===== src/hdl/mwfp_pkg.sv =====
package mwfp_pkg;

  localparam int unsigned BYTE_W   = 8;
  localparam int unsigned WORD_W   = 32;
  localparam int unsigned FRAME_W  = 16;
  localparam int unsigned FILL_W   = 2;
  localparam int unsigned FIDX_W   = 2;

  localparam logic [FILL_W-1:0] FILL_FULL  = 2'd3;
  localparam logic [FIDX_W-1:0] FIDX_LAST  = 2'd3;
  localparam logic [WORD_W-1:0] SYNC_RESET = '0;

  typedef enum logic [2:0] {
    PH_SEARCH  = 3'd0,
    PH_COUNT   = 3'd1,
    PH_SOURCE  = 3'd2,
    PH_KIND    = 3'd3,
    PH_LENGTH  = 3'd4,
    PH_PAYLOAD = 3'd5
  } phase_t;

  typedef struct packed {
    logic [BYTE_W-1:0]  payload_byte;
    logic               has_data;
    logic               frame_end;
    logic [FRAME_W-1:0] frame_number;
    logic [BYTE_W-1:0]  source;
    logic [BYTE_W-1:0]  kind;
    logic [WORD_W-1:0]  frames_done;
  } result_t;

  typedef struct packed {
    logic in_valid;
    logic step;
  } step_ctrl_t;

endpackage


===== src/hdl/mwfp_if.sv =====
interface mwfp_byte_if;
  import mwfp_pkg::*;

  logic              valid;
  logic              ready;
  logic [BYTE_W-1:0] data_byte;

  modport source (output valid, output data_byte, input ready);
  modport sink (input valid, input data_byte, output ready);
endinterface

interface mwfp_result_if;
  import mwfp_pkg::*;

  logic               valid;
  logic               ready;
  logic [BYTE_W-1:0]  payload_byte;
  logic               has_data;
  logic               frame_end;
  logic [FRAME_W-1:0] frame_number;
  logic [BYTE_W-1:0]  source_id;
  logic [BYTE_W-1:0]  kind;
  logic [WORD_W-1:0]  frames_done;

  modport source (
    output valid, output payload_byte, output has_data, output frame_end,
    output frame_number, output source_id, output kind, output frames_done,
    input ready
  );
  modport sink (
    input valid, input payload_byte, input has_data, input frame_end,
    input frame_number, input source_id, input kind, input frames_done,
    output ready
  );
endinterface


===== src/hdl/mwfp_in_stage.sv =====
module mwfp_in_stage
  import mwfp_pkg::*;
(
  input  logic              clk,
  input  logic              rst_n,
  mwfp_byte_if.sink         in_ch,
  input  logic              step,
  output logic              valid_r,
  output logic [BYTE_W-1:0] data_r
);

  logic take;

  assign in_ch.ready = !valid_r || step;
  assign take        = in_ch.valid && in_ch.ready;

  always_ff @(posedge clk) begin
    if (!rst_n) begin
      valid_r <= 1'b0;
    end else if (take) begin
      valid_r <= 1'b1;
    end else if (step) begin
      valid_r <= 1'b0;
    end
  end

  always_ff @(posedge clk) begin
    if (take) begin
      data_r <= in_ch.data_byte;
    end
  end

endmodule


===== src/hdl/mwfp_parser.sv =====
module mwfp_parser
  import mwfp_pkg::*;
(
  input  logic              clk,
  input  logic              rst_n,
  input  step_ctrl_t        ctrl,
  input  logic [BYTE_W-1:0] data_byte,
  input  logic [WORD_W-1:0] sync_word,
  output logic              res_valid,
  output result_t           res
);

  phase_t             phase_r, phase_nxt;
  logic [WORD_W-1:0]  window_r, window_nxt;
  logic [FILL_W-1:0]  fill_r, fill_nxt;
  logic [FIDX_W-1:0]  fidx_r, fidx_nxt;
  logic [FRAME_W-1:0] frame_number_r, frame_number_nxt;
  logic [BYTE_W-1:0]  source_r, source_nxt;
  logic [BYTE_W-1:0]  kind_r, kind_nxt;
  logic [WORD_W-1:0]  remaining_r, remaining_nxt;
  logic [WORD_W-1:0]  frame_count_r, frame_count_nxt;

  logic [WORD_W-1:0]  window_shift;
  logic [WORD_W-1:0]  length_acc;
  logic [WORD_W-1:0]  remaining_dec;
  logic [WORD_W-1:0]  count_inc;

  assign window_shift  = {data_byte, window_r[WORD_W-1:BYTE_W]};
  assign length_acc    = remaining_r | ({{(WORD_W-BYTE_W){1'b0}}, data_byte}
                                        << {fidx_r, 3'b000});
  assign remaining_dec = remaining_r - WORD_W'(1);
  assign count_inc     = frame_count_r + WORD_W'(1);

  always_comb begin
    phase_nxt        = phase_r;
    window_nxt       = window_r;
    fill_nxt         = fill_r;
    fidx_nxt         = fidx_r;
    frame_number_nxt = frame_number_r;
    source_nxt       = source_r;
    kind_nxt         = kind_r;
    remaining_nxt    = remaining_r;
    frame_count_nxt  = frame_count_r;
    res_valid        = 1'b0;
    res.payload_byte = '0;
    res.has_data     = 1'b0;
    res.frame_end    = 1'b0;
    res.frame_number = frame_number_r;
    res.source       = source_r;
    res.kind         = kind_r;
    res.frames_done  = frame_count_r;

    unique case (phase_r)
      PH_COUNT: begin
        if (fidx_r == '0) begin
          frame_number_nxt = {{(FRAME_W-BYTE_W){1'b0}}, data_byte};
          fidx_nxt         = FIDX_W'(1);
        end else begin
          frame_number_nxt = {data_byte, frame_number_r[BYTE_W-1:0]};
          fidx_nxt         = '0;
          phase_nxt        = PH_SOURCE;
        end
      end
      PH_SOURCE: begin
        source_nxt = data_byte;
        phase_nxt  = PH_KIND;
      end
      PH_KIND: begin
        kind_nxt  = data_byte;
        phase_nxt = PH_LENGTH;
        fidx_nxt  = '0;
      end
      PH_LENGTH: begin
        remaining_nxt = (fidx_r == '0) ? {{(WORD_W-BYTE_W){1'b0}}, data_byte}
                                       : length_acc;
        if (fidx_r != FIDX_LAST) begin
          fidx_nxt = fidx_r + FIDX_W'(1);
        end else begin
          fidx_nxt = '0;
          if (length_acc == '0) begin
            frame_count_nxt = count_inc;
            res_valid       = ctrl.in_valid;
            res.frame_end   = 1'b1;
            res.frames_done = count_inc;
            window_nxt      = '0;
            fill_nxt        = '0;
            phase_nxt       = PH_SEARCH;
          end else begin
            phase_nxt = PH_PAYLOAD;
          end
        end
      end
      PH_PAYLOAD: begin
        remaining_nxt    = remaining_dec;
        res_valid        = ctrl.in_valid;
        res.payload_byte = data_byte;
        res.has_data     = 1'b1;
        if (remaining_dec == '0) begin
          frame_count_nxt = count_inc;
          res.frame_end   = 1'b1;
          res.frames_done = count_inc;
          window_nxt      = '0;
          fill_nxt        = '0;
          fidx_nxt        = '0;
          phase_nxt       = PH_SEARCH;
        end
      end
      default: begin
        window_nxt = window_shift;
        phase_nxt  = PH_SEARCH;
        if (fill_r != FILL_FULL) begin
          fill_nxt = fill_r + FILL_W'(1);
        end else if (window_shift == sync_word) begin
          window_nxt = '0;
          fill_nxt   = '0;
          fidx_nxt   = '0;
          phase_nxt  = PH_COUNT;
        end
      end
    endcase
  end

  always_ff @(posedge clk) begin
    if (!rst_n) begin
      phase_r       <= PH_SEARCH;
      fill_r        <= '0;
      fidx_r        <= '0;
      frame_count_r <= '0;
    end else if (ctrl.step) begin
      phase_r       <= phase_nxt;
      fill_r        <= fill_nxt;
      fidx_r        <= fidx_nxt;
      frame_count_r <= frame_count_nxt;
    end
  end

  always_ff @(posedge clk) begin
    if (ctrl.step) begin
      window_r       <= window_nxt;
      frame_number_r <= frame_number_nxt;
      source_r       <= source_nxt;
      kind_r         <= kind_nxt;
      remaining_r    <= remaining_nxt;
    end
  end

  // A payload phase always has at least one byte left to deliver.
  a_payload_nonzero: assert property (@(posedge clk) disable iff (!rst_n)
    phase_r == PH_PAYLOAD |-> remaining_r != '0)
    else $error("payload phase with no bytes remaining");

  // The window is emptied whenever the hunt is not running.
  a_fill_idle: assert property (@(posedge clk) disable iff (!rst_n)
    phase_r != PH_SEARCH |-> fill_r == '0)
    else $error("window holds bytes outside the hunt");

  // A result without data is only ever an end marker.
  a_empty_is_end: assert property (@(posedge clk) disable iff (!rst_n)
    res_valid && !res.has_data |-> res.frame_end)
    else $error("empty result that does not end a frame");

  // The frame counter moves only when a frame is completed.
  a_count_stable: assert property (@(posedge clk) disable iff (!rst_n)
    !(ctrl.step && res_valid && res.frame_end) |=> $stable(frame_count_r))
    else $error("frame counter changed without a completed frame");

endmodule


===== src/hdl/mwfp_out_stage.sv =====
module mwfp_out_stage
  import mwfp_pkg::*;
(
  input  logic         clk,
  input  logic         rst_n,
  input  logic         load,
  input  result_t      res,
  output logic         can_load,
  mwfp_result_if.source out_ch
);

  logic    valid_r;
  result_t res_r;

  assign can_load = !valid_r || out_ch.ready;

  always_ff @(posedge clk) begin
    if (!rst_n) begin
      valid_r <= 1'b0;
    end else if (load) begin
      valid_r <= 1'b1;
    end else if (out_ch.ready) begin
      valid_r <= 1'b0;
    end
  end

  always_ff @(posedge clk) begin
    if (load) begin
      res_r <= res;
    end
  end

  assign out_ch.valid        = valid_r;
  assign out_ch.payload_byte = res_r.payload_byte;
  assign out_ch.has_data     = res_r.has_data;
  assign out_ch.frame_end    = res_r.frame_end;
  assign out_ch.frame_number = res_r.frame_number;
  assign out_ch.source_id    = res_r.source;
  assign out_ch.kind         = res_r.kind;
  assign out_ch.frames_done  = res_r.frames_done;

endmodule


===== src/hdl/magic_word_frame_parser.sv =====
// Channel   Direction  Payload                                   Handshake
// in_ch     sink       data_byte                                 valid/ready
// out_ch    source     payload_byte, has_data, frame_end,        valid/ready
//                      frame_number, source_id, kind, frames_done
// cfg       sink       cfg_data (sync word)                      cfg_we, no wait
//
// One byte request is taken per cycle unless out_ch stalls a result; the byte is
// held in the input register and its result in the result register for out_ch.
// The input register and the result register each hold one request. A full result
// register stalled by out_ch holds back only a byte that produces a result, and
// new bytes wait behind that byte.
// Hunt and header bytes give no result, save an empty frame's last length byte.
// Reset is synchronous and active low; it clears the parser state and the sync word.
module magic_word_frame_parser
  import mwfp_pkg::*;
(
  input  logic              clk,
  input  logic              rst_n,
  mwfp_byte_if.sink         in_ch,
  mwfp_result_if.source     out_ch,
  input  logic              cfg_we,
  input  logic [WORD_W-1:0] cfg_data
);

  logic              in_valid_r;
  logic [BYTE_W-1:0] in_data_r;
  logic [WORD_W-1:0] sync_word_r;
  logic              res_valid;
  result_t           res;
  logic              can_load;
  step_ctrl_t        ctrl;

  assign ctrl.in_valid = in_valid_r;
  assign ctrl.step     = in_valid_r && (!res_valid || can_load);

  always_ff @(posedge clk) begin
    if (!rst_n) begin
      sync_word_r <= SYNC_RESET;
    end else if (cfg_we) begin
      sync_word_r <= cfg_data;
    end
  end

  mwfp_in_stage u_in_stage (
    .clk     (clk),
    .rst_n   (rst_n),
    .in_ch   (in_ch),
    .step    (ctrl.step),
    .valid_r (in_valid_r),
    .data_r  (in_data_r)
  );

  mwfp_parser u_parser (
    .clk       (clk),
    .rst_n     (rst_n),
    .ctrl      (ctrl),
    .data_byte (in_data_r),
    .sync_word (sync_word_r),
    .res_valid (res_valid),
    .res       (res)
  );

  mwfp_out_stage u_out_stage (
    .clk      (clk),
    .rst_n    (rst_n),
    .load     (ctrl.step && res_valid),
    .res      (res),
    .can_load (can_load),
    .out_ch   (out_ch)
  );

endmodule


===== src/flat_wrapper.sv =====
// flat-port wrapper written by rule: the top's interface ports become plain ports
module magic_word_frame_parser_flat import mwfp_pkg::*;
  (clk, rst_n, cfg_we, cfg_data, in_ch_valid, in_ch_data_byte, in_ch_ready, out_ch_valid, out_ch_payload_byte, out_ch_has_data, out_ch_frame_end, out_ch_frame_number, out_ch_source_id, out_ch_kind, out_ch_frames_done, out_ch_ready);
  mwfp_byte_if in_ch_i ();
  mwfp_result_if out_ch_i ();
  input  logic clk;
  input  logic rst_n;
  input  logic cfg_we;
  input  logic [WORD_W-1:0] cfg_data;
  input wire logic [$bits(in_ch_i.valid)-1:0] in_ch_valid;
  input wire logic [$bits(in_ch_i.data_byte)-1:0] in_ch_data_byte;
  output wire logic [$bits(in_ch_i.ready)-1:0] in_ch_ready;
  output wire logic [$bits(out_ch_i.valid)-1:0] out_ch_valid;
  output wire logic [$bits(out_ch_i.payload_byte)-1:0] out_ch_payload_byte;
  output wire logic [$bits(out_ch_i.has_data)-1:0] out_ch_has_data;
  output wire logic [$bits(out_ch_i.frame_end)-1:0] out_ch_frame_end;
  output wire logic [$bits(out_ch_i.frame_number)-1:0] out_ch_frame_number;
  output wire logic [$bits(out_ch_i.source_id)-1:0] out_ch_source_id;
  output wire logic [$bits(out_ch_i.kind)-1:0] out_ch_kind;
  output wire logic [$bits(out_ch_i.frames_done)-1:0] out_ch_frames_done;
  input wire logic [$bits(out_ch_i.ready)-1:0] out_ch_ready;
  assign in_ch_i.valid = in_ch_valid;
  assign in_ch_i.data_byte = in_ch_data_byte;
  assign in_ch_ready = in_ch_i.ready;
  assign out_ch_valid = out_ch_i.valid;
  assign out_ch_payload_byte = out_ch_i.payload_byte;
  assign out_ch_has_data = out_ch_i.has_data;
  assign out_ch_frame_end = out_ch_i.frame_end;
  assign out_ch_frame_number = out_ch_i.frame_number;
  assign out_ch_source_id = out_ch_i.source_id;
  assign out_ch_kind = out_ch_i.kind;
  assign out_ch_frames_done = out_ch_i.frames_done;
  assign out_ch_i.ready = out_ch_ready;
  magic_word_frame_parser u_core (.clk(clk), .rst_n(rst_n), .in_ch(in_ch_i), .out_ch(out_ch_i), .cfg_we(cfg_we), .cfg_data(cfg_data));
endmodule

===== config.mk =====
export PLATFORM = sky130hd
export DESIGN_NAME = magic_word_frame_parser_flat
export DESIGN_NICKNAME = d
export VERILOG_FILES = /design/src/hdl/mwfp_pkg.sv /design/src/hdl/mwfp_if.sv /design/src/hdl/mwfp_in_stage.sv /design/src/hdl/mwfp_parser.sv /design/src/hdl/mwfp_out_stage.sv /design/src/hdl/magic_word_frame_parser.sv /design/src/flat_wrapper.sv
export SDC_FILE = /design/constraint.sdc
export NUM_CORES = 1
export LEC_CHECK = 0
export ABC_CLOCK_PERIOD_IN_PS = 6900
export BUFFER_PORTS_ARGS = -buffer_cell sky130_fd_sc_hd__buf_2
export CORE_AREA = 2 2 195 197
export DETAILED_ROUTE_END_ITERATION = 10
export DIE_AREA = 0 0 197 199
export HOLD_SLACK_MARGIN = 0.08
export SYNTH_ARGS = -nofsm -noshare
export SYNTH_HDL_FRONTEND = slang
export SYNTH_SLANG_ARGS = --single-unit

===== constraint.sdc =====
create_clock -name clk -period 6.9 [get_ports clk]
set_input_delay 0.345 -clock clk [delete_from_list [all_inputs] [get_ports clk]]
set_output_delay 0.345 -clock clk [all_outputs]
set_load 0.005 [all_outputs]

==> results.json <==
{
  "synth_top_area_share_pct": 43.3,
  "status": "completed",
  "insertion_delay_ns": 0.55,
  "antenna_cells": 0,
  "crit_type": "flip-flop to flip-flop",
  "grt_use_total_pct": 15.0,
  "die_y_um": 199,
  "cts_tree": "built",
  "hold_depth": 3,
  "ctsResizeCount": 0,
  "drv_cap": 0,
  "power.leakage_nw": 4.79,
  "synth-async-reset-ratio_pct": 0,
  "io_buffers": 120,
  "cts.sinks": 243,
  "area.growth.synth_to_final_pct": 18.7,
  "synth.distinct_cells": 80,
  "gp_congestion": 0.864,
  "powerDensity_nw_per_um2": 220,
  "synth_cells": 1039,
  "syn_nets": 1090,
  "drt_wl_total_um": 29900,
  "r2r_cells": 7,
  "fin_nets": 1221,
  "fin_ws_ns": 2.41,
  "pre_cts_ws_ns": 2.44,
  "placedInstanceArea_um2": 12800,
  "wl_per_cell_um": 18.0,
  "setup_viol": 0,
  "cp.required_ns": 7.07,
  "drt-pass1-iter-count": 5,
  "vias": 8737,
  "clock-root-buffer": "clkbuf_16",
  "rsz0062_at_grt": "no",
  "cp-start-kind": "flip-flop",
  "drcViolationCount": 0,
  "fin_tns_setup_ns": 0,
  "start_util_pct": 31.7,
  "die_area_um2": 39200,
  "crit_arrival_ns": 4.66,
  "dpl.hpwl_um": 19600,
  "vias_per_cell": 5.26,
  "worst_pin_slew_ns": 1.22,
  "final_cell_area_um2": 14000,
  "yosys-top-cells-area": "edfxtp_1, dfxtp_1, xnor2_1",
  "ir_drop_mv": 0.187,
  "slew_violations": 0,
  "yosysSeqAreaShare_pct": 55.7,
  "fin_crit_ns": 4.49,
  "die_width_um": 197,
  "min-delay-start": "out_ch_ready",
  "synth_top_area_cell": "edfxtp_1",
  "grt_overflow": 0,
  "cts_setup_buffers": 0,
  "drive_gt1_share_pct": 17.0,
  "r2r-end": "u_core.u_out_stage.out_ch.payload_byte[0]$_SDFFCE_PN0P_",
  "ff_latch_area_um2": 6570,
  "cts_buffers": 25,
  "synth.avg_cell_area_um2": 11.3,
  "cts.clk_slew.worst_paths_ns": 0.07,
  "htree_levels": 1,
  "cts_buffer_depth": 3,
  "core_um2": 37100,
  "hp-class": "input port to flip-flop",
  "finalHoldViolations": 0,
  "fin_skew_ns": 0.0266,
  "slew_headroom_pct": 18.2,
  "grt_pass1_wl_um": 47200,
  "ys.warnings.count": 0,
  "grt_max_degree": 58,
  "fin_crit_sh_pct": 65.0,
  "postRouteAntennaNets": 0,
  "antenna_found_initial": 0,
  "rows": 71,
  "end_kind": "flip-flop",
  "first_iter_violations": 736,
  "rrSetupSlack_ns": 2.41,
  "synth_area_um2": 11800,
  "synth_flop_cell": "edfxtp_1",
  "synth-edff-count": 170,
  "first_global_vias": 8331,
  "num_io_pins": 121,
  "synth.ff_latch_count": 243,
  "min_to": "u_core.u_out_stage.out_ch.valid$_SDFFE_PN0P_",
  "path_max_fanout": 54,
  "fill_cells": 3572,
  "r2r-start": "u_core.u_in_stage.data_r[1]$_DFFE_PP_",
  "fmax_mhz": 223,
  "multiInputGateArea_um2": 4820,
  "ctsHoldBuffers": 41
}
-- per-stage QoR --
stage / power [mW] / util [%] / hold WS, ns / cells
4_1_cts: 3.10 / 37.7 / 0.281 / 1661
3_5_place_dp: 1.76 / 34.4 / 0.405 / 1576
2_1_floorplan: 1.71 / - / 0.400 / 1039
5_1_grt: 3.18 / 37.7 / 0.305 / 1661
3_3_place_gp: 1.76 / 34.4 / 0.403 / 1576
6_report: 3.08 / 37.7 / 0.295 / 1661
-- cell usage after synthesis (10+ instances only) --
| library cell | n |
|---|---|
| nor3_1 | 32 |
| xnor2_1 | 59 |
| and3_1 | 20 |
| nor2_1 | 89 |
| or4_1 | 11 |
| nor2b_1 | 10 |
| a311oi_1 | 11 |
| nand3_1 | 32 |
| a221oi_1 | 13 |
| a31oi_1 | 14 |
| nand2_1 | 49 |
| o21ai_0 | 19 |
| o21a_1 | 10 |
| clkbuf_1 | 51 |
| nand2b_1 | 21 |
| edfxtp_1 | 170 |
| mux2i_1 | 43 |
| nand4_1 | 22 |
| inv_1 | 26 |
| and4_1 | 16 |
| xor2_1 | 11 |
| or3_1 | 12 |
| nor4_1 | 21 |
| a21oi_1 | 22 |
| and2_1 | 31 |
| dfxtp_1 | 73 |
| a211oi_1 | 26 |
-- registers in the layout, indices dropped and copies added, names as in the netlist, 16 cells and up --
name                                    count
u_core.u_out_stage.out_ch.frame_number     16
u_core.u_parser.frame_number_r             16
u_core.u_out_stage.out_ch.frames_done      32
u_core.u_parser.remaining_r                32
u_core.sync_word_r                         32
u_core.u_parser.frame_count_r              32
u_core.u_parser.window_r                   24
-- cells in the final DEF, fill, tap and decap left out, types with 10 or more instances in the layout --
cell type / n
edfxtp_1: 170
buf_2: 120
nor2_1: 87
dfxtp_1: 73
xnor2_1: 59
nand2_1: 49
mux2i_1: 43
dlygate4sd3_1: 41
nand3_1: 32
nor3_1: 32
and2_1: 31
inv_1: 26
a211oi_1: 26
clkbuf_16: 25
nand4_1: 22
a21oi_1: 22
nor4_1: 21
nand2b_1: 21
and3_1: 20
o21ai_0: 19
and4_1: 16
a31oi_1: 14
a221oi_1: 13
or3_1: 12
buf_4: 12
or4_1: 11
xor2_1: 11
a311oi_1: 11
o21a_1: 10
nor2b_1: 10
-- worst max-delay path, cell delays in order, from the launching register on --
cell	delay [ns]
edfxtp_1	0.74
or2_2	0.43
mux4_2	0.50
nor4_2	0.43
a41oi_1	0.27
or3_1	0.46
nor2_4	0.57
buf_4	0.66
-- cell families (layout without fill, tap and decap cells) --
family	count (synthesis)	after routing	synth area share, %
and+or+nand+nor	403	403	19.8
DFF	243	243	55.7
AOI/OAI and AO/OA	175	175	11.2
buffers and inverters	97	245	3.47
xor gates and xnor gates	70	70	5.20
muxes	45	45	3.94
adders and majority gates	6	6	0.637
-- final cells by class --
| cell class | count | area share, % |
|---|---|---|
| clock inverter | 12 | 0.689 |
| multi-input combinational | 699 | 34.5 |
| tap | 474 | 4.24 |
| clock buffer | 32 | 5.02 |
| inverter | 28 | 0.752 |
| sequential | 243 | 47.0 |
| timing repair buffer | 173 | 7.88 |
-- per-layer routing --
layer / part of all wire (%) / vias up / track usage [%]
met5: 0 / - / 0
met4: 1.9 / 0 / 4.23
met3: 4.1 / 46 / 1.48
met2: 48 / 228 / 25.4
met1: 46 / 4264 / 20.5
li1: - / 4199 / -
-- where the power goes --
part / total [mW] / internal [mW] / switching, mW / leakage [nW]
combinational: 0.135 / 0.0686 / 0.0659 / 2.29
clock: 1.33 / 0.755 / 0.575 / 0.396
sequential: 1.61 / 1.58 / 0.0355 / 2.11
total: 3.08 / 2.40 / 0.676 / 4.79
-- worst max path at each step --
stage	endpoint	slack, ns	startpoint	cells past startpoint
after floorplan	u_core.u_out_stage.out_ch.frame_end$_DFFE_PP_	0.94	u_core.u_parser.remaining_r[21]$_DFFE_PP_	6
after global placement	u_core.u_out_stage.out_ch.frame_number[12]$_DFFE_PP_	2.55	u_core.u_in_stage.data_r[1]$_DFFE_PP_	7
after detailed placement	u_core.u_out_stage.out_ch.frame_number[12]$_DFFE_PP_	2.44	u_core.u_in_stage.data_r[1]$_DFFE_PP_	7
after CTS	u_core.u_out_stage.out_ch.payload_byte[0]$_SDFFCE_PN0P_	2.42	u_core.u_in_stage.data_r[1]$_DFFE_PP_	7
after global routing	u_core.u_out_stage.out_ch.frames_done[12]$_DFFE_PP_	2.16	u_core.u_parser.remaining_r[0]$_DFFE_PP_	10
final	u_core.u_out_stage.out_ch.payload_byte[0]$_SDFFCE_PN0P_	2.41	u_core.u_in_stage.data_r[1]$_DFFE_PP_	7
(Power assumes the default switching activity.)
